$ cat src/rtl/tlvefx_pkg.sv
// ----------------------------------------------------------------------------
// TLV EEPROM field extractor - shared definitions
// Parse phases, result status codes and image layout constants.
// ----------------------------------------------------------------------------
package tlvefx_pkg;

    localparam int BYTE_W = 8;
    localparam int POS_W  = 17;
    localparam int STAT_W = 2;

    // Image layout: 11-byte header, big-endian data length in bytes 9 and 10
    localparam logic [POS_W-1:0] HDR_LEN    = 17'd11;
    localparam logic [POS_W-1:0] LEN_HI_POS = 17'd9;
    localparam logic [POS_W-1:0] LEN_LO_POS = 17'd10;

    typedef enum logic [2:0] {
        PH_DONE   = 3'd0,
        PH_HEADER = 3'd1,
        PH_TYPE   = 3'd2,
        PH_LEN    = 3'd3,
        PH_VALUE  = 3'd4,
        PH_SKIP   = 3'd5
    } t_phase;

    localparam logic [STAT_W-1:0] ST_VALUE = 2'd0;
    localparam logic [STAT_W-1:0] ST_EMPTY = 2'd1;
    localparam logic [STAT_W-1:0] ST_MISS  = 2'd2;

endpackage

$ cat src/rtl/tlvefx_if.sv
// ----------------------------------------------------------------------------
// TLV EEPROM field extractor - stream interfaces
// Valid/ready channels for image bytes in and extracted results out.
// ----------------------------------------------------------------------------
interface tlvefx_byte_if;
    logic                             valid;
    logic                             ready;
    logic [tlvefx_pkg::BYTE_W-1:0]    eeprom_byte;
    logic                             frame_start;

    modport source (output valid, output eeprom_byte, output frame_start, input ready);
    modport sink   (input valid, input eeprom_byte, input frame_start, output ready);
endinterface

interface tlvefx_result_if;
    logic                             valid;
    logic                             ready;
    logic [tlvefx_pkg::BYTE_W-1:0]    value_byte;
    logic                             value_last;
    logic [tlvefx_pkg::STAT_W-1:0]    status;

    modport source (output valid, output value_byte, output value_last, output status,
                    input ready);
    modport sink   (input valid, input value_byte, input value_last, input status,
                    output ready);
endinterface

$ cat src/rtl/tlv_eeprom_field_extractor_top.sv
// ----------------------------------------------------------------------------
// TLV EEPROM field extractor
// Walks the type/length/value records of an EEPROM image and returns the
// value bytes of the record whose type matches the configured code.
// ----------------------------------------------------------------------------
//
//  Channel   Dir  Handshake          Payload
//  --------  ---  -----------------  ------------------------------------------
//  i_byte    in   valid / ready      eeprom_byte[7:0], frame_start
//  o_result  out  valid / ready      value_byte[7:0], value_last, status[1:0]
//  cfg       in   i_cfg_we (no wait) i_cfg_wdata[7:0] -> wanted type code
//
//  One byte per cycle while the output is not stalled: each input beat is parsed in
//  the cycle it arrives and any result lands in the output register on the same edge.
//  A beat causes at most one result; the output register lets the next byte
//  in whenever it is empty or being drained in that cycle.
//  Reset (synchronous, active low) leaves the parser in its done phase,
//  ignoring bytes until one carries frame_start, and clears the wanted type.
//  A stalled result holds the input back for as long as it is not taken.
// ----------------------------------------------------------------------------
module tlv_eeprom_field_extractor_top (
    input  logic                          i_clk,
    input  logic                          i_rst_n,
    tlvefx_byte_if.sink                   i_byte,
    tlvefx_result_if.source               o_result,
    input  logic                          i_cfg_we,
    input  logic [tlvefx_pkg::BYTE_W-1:0] i_cfg_wdata
);

    localparam int POS_W  = tlvefx_pkg::POS_W;
    localparam int BYTE_W = tlvefx_pkg::BYTE_W;

    // Parser state
    tlvefx_pkg::t_phase       r_phase,     n_phase;
    logic [POS_W-1:0]         r_pos,       n_pos;
    logic [POS_W-1:0]         r_data_end,  n_data_end;
    logic [BYTE_W-1:0]        r_left,      n_left;
    logic                     r_match,     n_match;
    logic [BYTE_W-1:0]        r_wanted;

    // Result register
    logic                              r_out_valid, n_out_valid;
    logic [BYTE_W-1:0]                 r_out_byte,  n_out_byte;
    logic                              r_out_last,  n_out_last;
    logic [tlvefx_pkg::STAT_W-1:0]     r_out_stat,  n_out_stat;

    logic                     in_beat;
    logic                     out_beat;
    tlvefx_pkg::t_phase       cur_phase;
    logic [POS_W-1:0]         cur_pos;
    logic [POS_W-1:0]         end_sum;
    logic [POS_W:0]           next_rec;
    logic [BYTE_W-1:0]        left_dec;
    logic                     emit;
    logic [BYTE_W-1:0]        emit_byte;
    logic                     emit_last;
    logic [tlvefx_pkg::STAT_W-1:0] emit_stat;

    // Take a byte whenever the result register is free or drains this cycle
    assign i_byte.ready      = !r_out_valid || o_result.ready;
    assign in_beat           = i_byte.valid && i_byte.ready;
    assign out_beat          = r_out_valid && o_result.ready;

    assign o_result.valid      = r_out_valid;
    assign o_result.value_byte = r_out_byte;
    assign o_result.value_last = r_out_last;
    assign o_result.status     = r_out_stat;

    // A frame start restarts the header at byte 0, whatever the current phase
    assign cur_phase = i_byte.frame_start ? tlvefx_pkg::PH_HEADER : r_phase;
    assign cur_pos   = i_byte.frame_start ? '0 : r_pos;

    // Data end = length + header, taken modulo the position range
    assign end_sum   = r_data_end + {{(POS_W-BYTE_W){1'b0}}, i_byte.eeprom_byte}
                       + tlvefx_pkg::HDR_LEN;
    // Start of the following record, one bit wider so it never wraps
    assign next_rec  = {1'b0, cur_pos} + {{(POS_W+1-BYTE_W){1'b0}}, i_byte.eeprom_byte}
                       + {{POS_W{1'b0}}, 1'b1};
    assign left_dec  = r_left - {{(BYTE_W-1){1'b0}}, 1'b1};

    always_comb begin
        n_phase    = r_phase;
        n_pos      = r_pos;
        n_data_end = r_data_end;
        n_left     = r_left;
        n_match    = r_match;
        emit       = 1'b0;
        emit_byte  = '0;
        emit_last  = 1'b0;
        emit_stat  = tlvefx_pkg::ST_VALUE;

        // Bytes in the done phase without a frame start leave everything alone
        if (in_beat && cur_phase != tlvefx_pkg::PH_DONE) begin
            n_phase = cur_phase;
            n_pos   = cur_pos + {{(POS_W-1){1'b0}}, 1'b1};
            unique case (cur_phase)
                tlvefx_pkg::PH_HEADER: begin
                    if (cur_pos == tlvefx_pkg::LEN_HI_POS) begin
                        n_data_end = {1'b0, i_byte.eeprom_byte, {BYTE_W{1'b0}}};
                    end else if (cur_pos == tlvefx_pkg::LEN_LO_POS) begin
                        n_data_end = end_sum;
                        // Zero data length: nothing to search
                        if (end_sum <= tlvefx_pkg::HDR_LEN) begin
                            emit      = 1'b1;
                            emit_stat = tlvefx_pkg::ST_MISS;
                            n_phase   = tlvefx_pkg::PH_DONE;
                        end else begin
                            n_phase   = tlvefx_pkg::PH_TYPE;
                        end
                    end
                end
                tlvefx_pkg::PH_TYPE: begin
                    n_match = (i_byte.eeprom_byte == r_wanted);
                    n_phase = tlvefx_pkg::PH_LEN;
                end
                tlvefx_pkg::PH_LEN: begin
                    if (r_match) begin
                        if (i_byte.eeprom_byte == '0) begin
                            emit      = 1'b1;
                            emit_stat = tlvefx_pkg::ST_EMPTY;
                            n_phase   = tlvefx_pkg::PH_DONE;
                        end else begin
                            n_left    = i_byte.eeprom_byte;
                            n_phase   = tlvefx_pkg::PH_VALUE;
                        end
                    end else if (next_rec >= {1'b0, r_data_end}) begin
                        // Next record would start at or past the end
                        emit      = 1'b1;
                        emit_stat = tlvefx_pkg::ST_MISS;
                        n_phase   = tlvefx_pkg::PH_DONE;
                    end else if (i_byte.eeprom_byte == '0) begin
                        n_phase   = tlvefx_pkg::PH_TYPE;
                    end else begin
                        n_left    = i_byte.eeprom_byte;
                        n_phase   = tlvefx_pkg::PH_SKIP;
                    end
                end
                tlvefx_pkg::PH_VALUE: begin
                    n_left    = left_dec;
                    emit      = 1'b1;
                    emit_byte = i_byte.eeprom_byte;
                    emit_stat = tlvefx_pkg::ST_VALUE;
                    if (left_dec == '0) begin
                        emit_last = 1'b1;
                        n_phase   = tlvefx_pkg::PH_DONE;
                    end
                end
                tlvefx_pkg::PH_SKIP: begin
                    n_left = left_dec;
                    if (left_dec == '0) begin
                        n_phase = tlvefx_pkg::PH_TYPE;
                    end
                end
                default: begin
                    n_phase = tlvefx_pkg::PH_DONE;
                end
            endcase
        end
    end

    // Load a new result, else drop the old one once taken
    always_comb begin
        n_out_valid = r_out_valid;
        n_out_byte  = r_out_byte;
        n_out_last  = r_out_last;
        n_out_stat  = r_out_stat;
        if (emit) begin
            n_out_valid = 1'b1;
            n_out_byte  = emit_byte;
            n_out_last  = emit_last;
            n_out_stat  = emit_stat;
        end else if (out_beat) begin
            n_out_valid = 1'b0;
        end
    end

    always_ff @(posedge i_clk) begin
        if (!i_rst_n) begin
            r_phase     <= tlvefx_pkg::PH_DONE;
            r_pos       <= '0;
            r_data_end  <= '0;
            r_left      <= '0;
            r_match     <= 1'b0;
            r_wanted    <= '0;
            r_out_valid <= 1'b0;
        end else begin
            r_phase     <= n_phase;
            r_pos       <= n_pos;
            r_data_end  <= n_data_end;
            r_left      <= n_left;
            r_match     <= n_match;
            r_out_valid <= n_out_valid;
            if (i_cfg_we) begin
                r_wanted <= i_cfg_wdata;
            end
        end
    end

    // Result payload carries no reset
    always_ff @(posedge i_clk) begin
        r_out_byte <= n_out_byte;
        r_out_last <= n_out_last;
        r_out_stat <= n_out_stat;
    end

endmodule
$ cat src/flat_wrapper.sv
// flat-port wrapper written by rule: the top's interface ports become plain ports
module tlv_eeprom_field_extractor_top_flat 
  (i_clk, i_rst_n, i_cfg_we, i_cfg_wdata, i_byte_valid, i_byte_eeprom_byte, i_byte_frame_start, i_byte_ready, o_result_valid, o_result_value_byte, o_result_value_last, o_result_status, o_result_ready);
  tlvefx_byte_if i_byte_i ();
  tlvefx_result_if o_result_i ();
  input  logic i_clk;
  input  logic i_rst_n;
  input  logic i_cfg_we;
  input  logic [tlvefx_pkg::BYTE_W-1:0] i_cfg_wdata;
  input wire logic [$bits(i_byte_i.valid)-1:0] i_byte_valid;
  input wire logic [$bits(i_byte_i.eeprom_byte)-1:0] i_byte_eeprom_byte;
  input wire logic [$bits(i_byte_i.frame_start)-1:0] i_byte_frame_start;
  output wire logic [$bits(i_byte_i.ready)-1:0] i_byte_ready;
  output wire logic [$bits(o_result_i.valid)-1:0] o_result_valid;
  output wire logic [$bits(o_result_i.value_byte)-1:0] o_result_value_byte;
  output wire logic [$bits(o_result_i.value_last)-1:0] o_result_value_last;
  output wire logic [$bits(o_result_i.status)-1:0] o_result_status;
  input wire logic [$bits(o_result_i.ready)-1:0] o_result_ready;
  assign i_byte_i.valid = i_byte_valid;
  assign i_byte_i.eeprom_byte = i_byte_eeprom_byte;
  assign i_byte_i.frame_start = i_byte_frame_start;
  assign i_byte_ready = i_byte_i.ready;
  assign o_result_valid = o_result_i.valid;
  assign o_result_value_byte = o_result_i.value_byte;
  assign o_result_value_last = o_result_i.value_last;
  assign o_result_status = o_result_i.status;
  assign o_result_i.ready = o_result_ready;
  tlv_eeprom_field_extractor_top u_core (.i_clk(i_clk), .i_rst_n(i_rst_n), .i_byte(i_byte_i), .o_result(o_result_i), .i_cfg_we(i_cfg_we), .i_cfg_wdata(i_cfg_wdata));
endmodule
$ cat config.mk
export PLATFORM = sky130hd
export DESIGN_NAME = tlv_eeprom_field_extractor_top_flat
export DESIGN_NICKNAME = d
export VERILOG_FILES = /design/src/rtl/tlvefx_pkg.sv /design/src/rtl/tlvefx_if.sv /design/src/rtl/tlv_eeprom_field_extractor_top.sv /design/src/flat_wrapper.sv
export SDC_FILE = /design/constraint.sdc
export NUM_CORES = 1
export LEC_CHECK = 0
export ABC_AREA = 1
export CAP_MARGIN = 0
export CELL_PAD_IN_SITES_DETAIL_PLACEMENT = 1
export CELL_PAD_IN_SITES_GLOBAL_PLACEMENT = 1
export CORE_UTILIZATION = 50
export DETAILED_ROUTE_END_ITERATION = 6
export DONT_BUFFER_PORTS = 1
export PLACE_DENSITY = 0.84
export SYNTH_ARGS = -nofsm -noshare
export SYNTH_HDL_FRONTEND = slang
export SYNTH_SLANG_ARGS = --single-unit
$ cat constraint.sdc
create_clock -name i_clk -period 10.4 [get_ports i_clk]
set_clock_uncertainty 0.2 [all_clocks]
set_input_delay 1.04 -clock i_clk [delete_from_list [all_inputs] [get_ports i_clk]]
set_output_delay 1.04 -clock i_clk [all_outputs]
set_load 0.01 [all_outputs]
## After elaboration in Yosys (flattened, before gate mapping)

Index checks and enable logic that the tools add are counted.
Widths: inputs -> output; s select.

| storage, ports and cells | value |
|---|---|
| register bits after elaboration | 66 |
| input bits | 22 |
| output and inout bits | 13 |
| word-level logic and storage cells | 79 |

| cells by class | value |
|---|---|
| $add $sub $neg | 6 |
| order comparisons | 2 |
| eq/ne operators | 9 |
| multiplexer cells | 36 |
| reductions and logical operators | 16 |

Operator list:

| kind | number |
|---|---|
| $mux 17 | 3 |
| $eq 17x4->1 const B | 2 |
| $mux 3 | 9 |
| $mux 8 | 3 |
| $add 17x8->18 | 1 |
| $add 18x1->18 const B | 1 |
| $ge 18x17->1 | 1 |
| $add 17x1->17 const B | 1 |
| $add 17x4->17 const B | 1 |
| $add 17x8->17 | 1 |
| $le 17x4->1 const B | 1 |
| $logic_not 8->1 | 2 |
| $pmux 8 s2 | 1 |
| $pmux 3 s5 | 1 |
| $mux 2 | 6 |
| $mux 1 | 11 |
| $eq 8x8->1 | 1 |
| $sub 8x1->8 const B | 1 |
| $eq 3x2->1 const B | 2 |
| $eq 3x3->1 const B | 2 |
| $reduce_and 3->1 | 2 |
| $reduce_bool 2->1 | 3 |
| $pmux 2 s2 | 1 |
| $reduce_and 2->1 | 2 |
| other kinds (8) | 10 |

## Depth between registers and ports, before layout

| logic depth | value |
|---|---|
| depth in word-level cells | 9 |
| gate-level depth with buffers | 33 |
| gate-level depth less buffers | 32 |

## Worst setup path before layout

No wires, ideal clock.

| timing | value |
|---|---|
| path kind | input to register |
| start point | input i_byte_frame_start |
| end point | register u_core.r_out_stat, in the netlist u_core.o_result.status[0] (enable) |
| library setup time | 325 ps |
| data arrival time | 4,195 ps |
| path slack | 5,680 ps |
| stages on the path | 28 |
| cell sequence | buf_6 -> buf_8 -> nor2_1 -> inv_1 -> ha_1 -> inv_1 -> ha_1 -> or2_2 -> nand3_1 -> nand3_1 -> nand2_1 -> o21ai_1 -> nand3_1 -> nor2_1 -> xor2_1 -> ha_1 -> nand2_1 -> inv_1 -> nand4_1 -> nor2_1 -> a211oi_1 -> nand2_1 -> nand2_1 -> nand3_2 -> nand2_2 -> nand3_1 -> nand2_1 -> nand2_1 |

| on the way | value |
|---|---|
| cells in the longest elaborated chain, start to end | 8 |
| elaborated cells on any way between the ends | 18 |
| classes of those cells | add/sub (2); order compare (1); eq/ne (5); mux (8); reduce/logical (2) |

RTL lines:

| what | RTL line | text |
|---|---|---|
| start, declared | flat_wrapper.sv:12 | `input wire logic [$bits(i_byte_i.frame_start)-1:0] i_byte_frame_start;` |
| $mux 17 | tlv_eeprom_field_extractor_top.sv:71 | `assign cur_pos = i_byte.frame_start ? '0 : r_pos;` |
| $add 17x8->18 | tlv_eeprom_field_extractor_top.sv:77 | `assign next_rec = {1'b0, cur_pos} + {{(POS_W+1-BYTE_W){1'b0}}, i_byte.eeprom_byte}` |
| $add 18x1->18 | tlv_eeprom_field_extractor_top.sv:78 | `+ {{POS_W{1'b0}}, 1'b1};` |
| $ge 18x17->1 | tlv_eeprom_field_extractor_top.sv:126 | `end else if (next_rec >= {1'b0, r_data_end}) begin` |
| $mux 1 | tlv_eeprom_field_extractor_top.sv:126 |  |
| $mux 1 | tlv_eeprom_field_extractor_top.sv:117 | `if (r_match) begin` |
| $pmux 1 s3 | tlv_eeprom_field_extractor_top.sv:96 | `unique case (cur_phase)` |
| $mux 1 * | tlv_eeprom_field_extractor_top.sv:93 | `if (in_beat && cur_phase != tlvefx_pkg::PH_DONE) begin` |
| via u_core.emit | tlv_eeprom_field_extractor_top.sv:54 | `logic emit;` |
| end signal, assigned | tlv_eeprom_field_extractor_top.sv:203 | `r_out_stat <= n_out_stat;` |
| end, declared | tlv_eeprom_field_extractor_top.sv:45 | `logic [tlvefx_pkg::STAT_W-1:0] r_out_stat, n_out_stat;` |

Mark *: on every way through the listed nets, which the timed path passes. The rest lies on a longest branch.
A chain may end at the register's enable or synchronous reset.

## Worst setup path after layout

| timing | value |
|---|---|
| start point | input i_byte_frame_start |
| end point | register u_core.r_out_byte[0] (netlist: u_core.o_result.value_byte[0]) (enable) |

| on the way | value |
|---|---|
| cells in the longest elaborated chain, start to end | 8 |
| elaborated cells on any way between the ends | 18 |
| classes of those cells | add/sub (2); order compare (1); eq/ne (5); mux (8); reduce/logical (2) |

RTL lines:

| what | RTL line | text |
|---|---|---|
| $mux 17 | tlv_eeprom_field_extractor_top.sv:71 |  |
| $add 17x8->18 | tlv_eeprom_field_extractor_top.sv:77 |  |
| $add 18x1->18 | tlv_eeprom_field_extractor_top.sv:78 |  |
| $ge 18x17->1 | tlv_eeprom_field_extractor_top.sv:126 |  |
| $mux 1 | tlv_eeprom_field_extractor_top.sv:126 |  |
| $mux 1 | tlv_eeprom_field_extractor_top.sv:117 |  |
| $pmux 1 s3 | tlv_eeprom_field_extractor_top.sv:96 |  |
| $mux 1 * | tlv_eeprom_field_extractor_top.sv:93 |  |
| via u_core.emit | tlv_eeprom_field_extractor_top.sv:54 |  |
| end signal, assigned | tlv_eeprom_field_extractor_top.sv:201 | `r_out_byte <= n_out_byte;` |
| end, declared | tlv_eeprom_field_extractor_top.sv:43 | `logic [BYTE_W-1:0] r_out_byte, n_out_byte;` |

Marked as above.

==> flow_metrics.env <==
export IMPL_status="completed"
export IMPL_crit_top_cell="nand2_1"
export IMPL_nNetsFinal=851
export IMPL_routedWlPerCell_um=18.1
export IMPL_drt_wl_total_um=16800
export IMPL_drive_above_1_share_pct=7.47
export IMPL_cts_resized_gates=0
export IMPL_seq_area_um2=1430
export IMPL_avgSynthCellArea_um2=6.73
export IMPL_ios=35
export IMPL_path_clk_slew_ns=0.08
export IMPL_hold_viol_final=0
export IMPL_endpoint_kind="flop"
export IMPL_netlist_instances=790
export IMPL_synth_edff_count=11
export IMPL_max_freq_mhz=208
export IMPL_gp_congestion=0.864
export IMPL_hp_start="u_core.r_pos[5]"
export IMPL_maxCapViolations=0
export IMPL_power_density_nw_per_um2=102
export IMPL_final_setup_viol_count=0
export IMPL_multi_input_area_um2=3310
export IMPL_fillers=1422
export IMPL_whs_path_depth=1
export IMPL_leakagePower_nw=2.40
export IMPL_finalWorstSetupSlack_ns=5.59
export IMPL_synth_flop_cell="dfxtp_1"
export IMPL_rsz0062_at_grt="no"
export IMPL_clock_sinks=66
export IMPL_antenna_cells=0
export IMPL_firstDrtPassIters=4
export IMPL_ys_types=52
export IMPL_fp_dieArea_um2=11000
export IMPL_grt_pass1_wl_um=27700
export IMPL_numCtsBuffers=9
export IMPL_avgViaCountPerCell=5.65
export IMPL_slowest_stage="nand2_1"
export IMPL_ir_drop_v=0.0000943
export IMPL_maxSlewViolCount=0
export IMPL_max_stage_delay_ns=0.37
export IMPL_synthArstFlopShare_pct=0
export IMPL_hp_class="reg2reg"
export IMPL_initial_core_util_pct=51.5
export IMPL_start_kind="primary input"
export IMPL_cts_hold_buf=0
export IMPL_dp_slack_ns=5.26
export IMPL_die_width_um=105
export IMPL_r2r_cells=27
export IMPL_grt_max_degree=37
export IMPL_drt_iter0_markers=213
export IMPL_ant_nets=0
export IMPL_track_usage_pct=32.5
export IMPL_tns_ns=0
export IMPL_drc=0
export IMPL_critPathMaxFanout=16
export IMPL_synth_nets=856
export IMPL_slew_headroom_pct=31.4
export IMPL_syn_area_um2=5320
export IMPL_cts_setup_buffers=0
export IMPL_port_buffer_count=0
export IMPL_clock_latency_ns=0.38
export IMPL_r2r_start="u_core.r_pos[0]"
export IMPL_cts_root_buf="clkbuf_8"
export IMPL_regToRegSetupSlack_ns=5.94
export IMPL_synth_ff_latch_count=66
export IMPL_clockBufferDepth=2
export IMPL_grt_antenna_before_repair=0
export IMPL_grt_overflow=0
export IMPL_die_h_um=105
export IMPL_tightest_slew_ns=1.03
export IMPL_r2r_end="u_core.o_result.value_byte[0]"
export IMPL_dp_hpwl_um=12900
export IMPL_crit_required_ns=10.22
export IMPL_cts_htree_levels=3
export IMPL_min_period_over_period_pct=46.2
export IMPL_dr_total_vias=5230
export IMPL_grt_pass1_vias=5570
export IMPL_yosysSeqAreaShare_pct=26.9
export IMPL_syn_to_final_growth_pct=5.23
export IMPL_utilization_pct=54.2
export IMPL_critical_path_class="in2reg"
export IMPL_crit_arrival_ns=4.63
export IMPL_rows=37
export IMPL_yosys_warnings=0
export IMPL_layout_min_cycle_time_ns=4.81
export IMPL_min_to="u_core.r_pos[5]"
export IMPL_cts_tree="done"
export IMPL_coreArea_um2=10300
cells by family after synthesis:
| group | count (synthesis) | synth area share (%) |
|---|---|---|
| compound gates | 109 | 13.0 |
| xor+xnor | 40 | 6.59 |
| fa+ha+maj | 44 | 10.5 |
| buf+inv | 142 | 10.9 |
| flops | 66 | 26.9 |
| simple gates | 389 | 32.1 |
stage by stage:
stage          hold WS [ns]  power, mW  std cells  cell area (um^2)
5_1_grt               0.277      0.592        926              5590
3_3_place_gp          0.255      0.336        910              5390
6_report              0.256      0.571        926              5590
2_1_floorplan         0.232      0.325        790              5320
3_5_place_dp          0.246      0.341        910              5390
4_1_cts               0.258      0.573        926              5590
cell type report:
cell class                      instances  area share (%)
Tap cell                              136            3.04
Clock buffer                           10            2.46
Inverter                              126            8.64
Multi-Input combinational cell        582            59.1
Clock inverter                          6            1.16
Sequential cell                        66            25.6
metal layers:
metal	vias to the layer above	global-route usage, %	part of all wire [%]
met4	0	13.8	3.4
met2	108	57.4	49
met3	46	6.99	4.8
met5	-	0	0
li1	2544	-	-
met1	2532	37.7	43
Yosys cell counts, types with 4 or more instances:
| cell | n | area [um^2] |
|---|---|---|
| nor2_2 | 7 | 43.8 |
| edfxtp_1 | 11 | 330 |
| ha_1 | 43 | 538 |
| clkbuf_1 | 10 | 37.5 |
| a211oi_1 | 4 | 30.0 |
| a211oi_2 | 7 | 87.6 |
| a21oi_1 | 45 | 225 |
| dfxtp_1 | 55 | 1100 |
| nand2_2 | 5 | 31.3 |
| nor3_1 | 16 | 80.1 |
| inv_2 | 6 | 22.5 |
| xnor2_1 | 22 | 193 |
| nand3_1 | 52 | 260 |
| nand4_1 | 7 | 43.8 |
| inv_1 | 117 | 439 |
| nor4_1 | 6 | 37.5 |
| nand2_1 | 182 | 683 |
| xor2_1 | 18 | 158 |
| nor2_1 | 99 | 372 |
| o21ai_0 | 32 | 160 |
sequential cells by signal, summed over array words and instances, names as in the netlist:
signal and cells:
u_core.r_phase 3, u_core.r_pos 17, u_core.r_left 8, u_core.r_data_end 17
u_core.o_result.valid 1, u_core.r_wanted 8, u_core.o_result.status 2, u_core.o_result.value_byte 8
u_core.r_match 1, u_core.o_result.value_last 1
critical path, delay by kind of cell:
kind	cells	cell delay [ns]
compound gates	3	0.42
xor+xnor	1	0.16
buf+inv	4	0.24
simple gates	20	2.28
fa+ha+maj	2	0.46
worst max path at each step:
stage | from | to | slack [ns]
final | i_byte_frame_start | u_core.o_result.value_byte[0] | 5.59
after global routing | i_byte_frame_start | u_core.o_result.value_byte[0] | 5.19
after CTS | i_byte_frame_start | u_core.o_result.value_byte[3] | 5.58
after detailed placement | i_byte_frame_start | u_core.o_result.value_byte[3] | 5.26
after global placement | i_byte_frame_start | u_core.o_result.value_byte[3] | 5.55
after floorplan | i_byte_frame_start | u_core.o_result.status[0] | 5.68
where the power goes:
group / switching, mW / total, mW / internal, mW
combinational: 0.0482 / 0.0729 / 0.0247
sequential: 0.00249 / 0.264 / 0.262
clock: 0.117 / 0.234 / 0.117
total: 0.168 / 0.571 / 0.404
cell usage in the layout, fill, tap and decap left out, types with 3 or more instances in the layout:
cell / count
nand2_1: 182
inv_1: 117
nor2_1: 99
dfxtp_1: 55
nand3_1: 52
a21oi_1: 45
ha_1: 43
o21ai_0: 32
xnor2_1: 22
xor2_1: 18
nor3_1: 16
edfxtp_1: 11
clkbuf_8: 10
nand4_1: 7
nor2_2: 7
a211oi_2: 7
inv_2: 6
nor4_1: 6
nand2_2: 5
a211oi_1: 4
o21ai_1: 3
a221oi_2: 3
clkinvlp_4: 3
(Power assumes the default switching activity.)
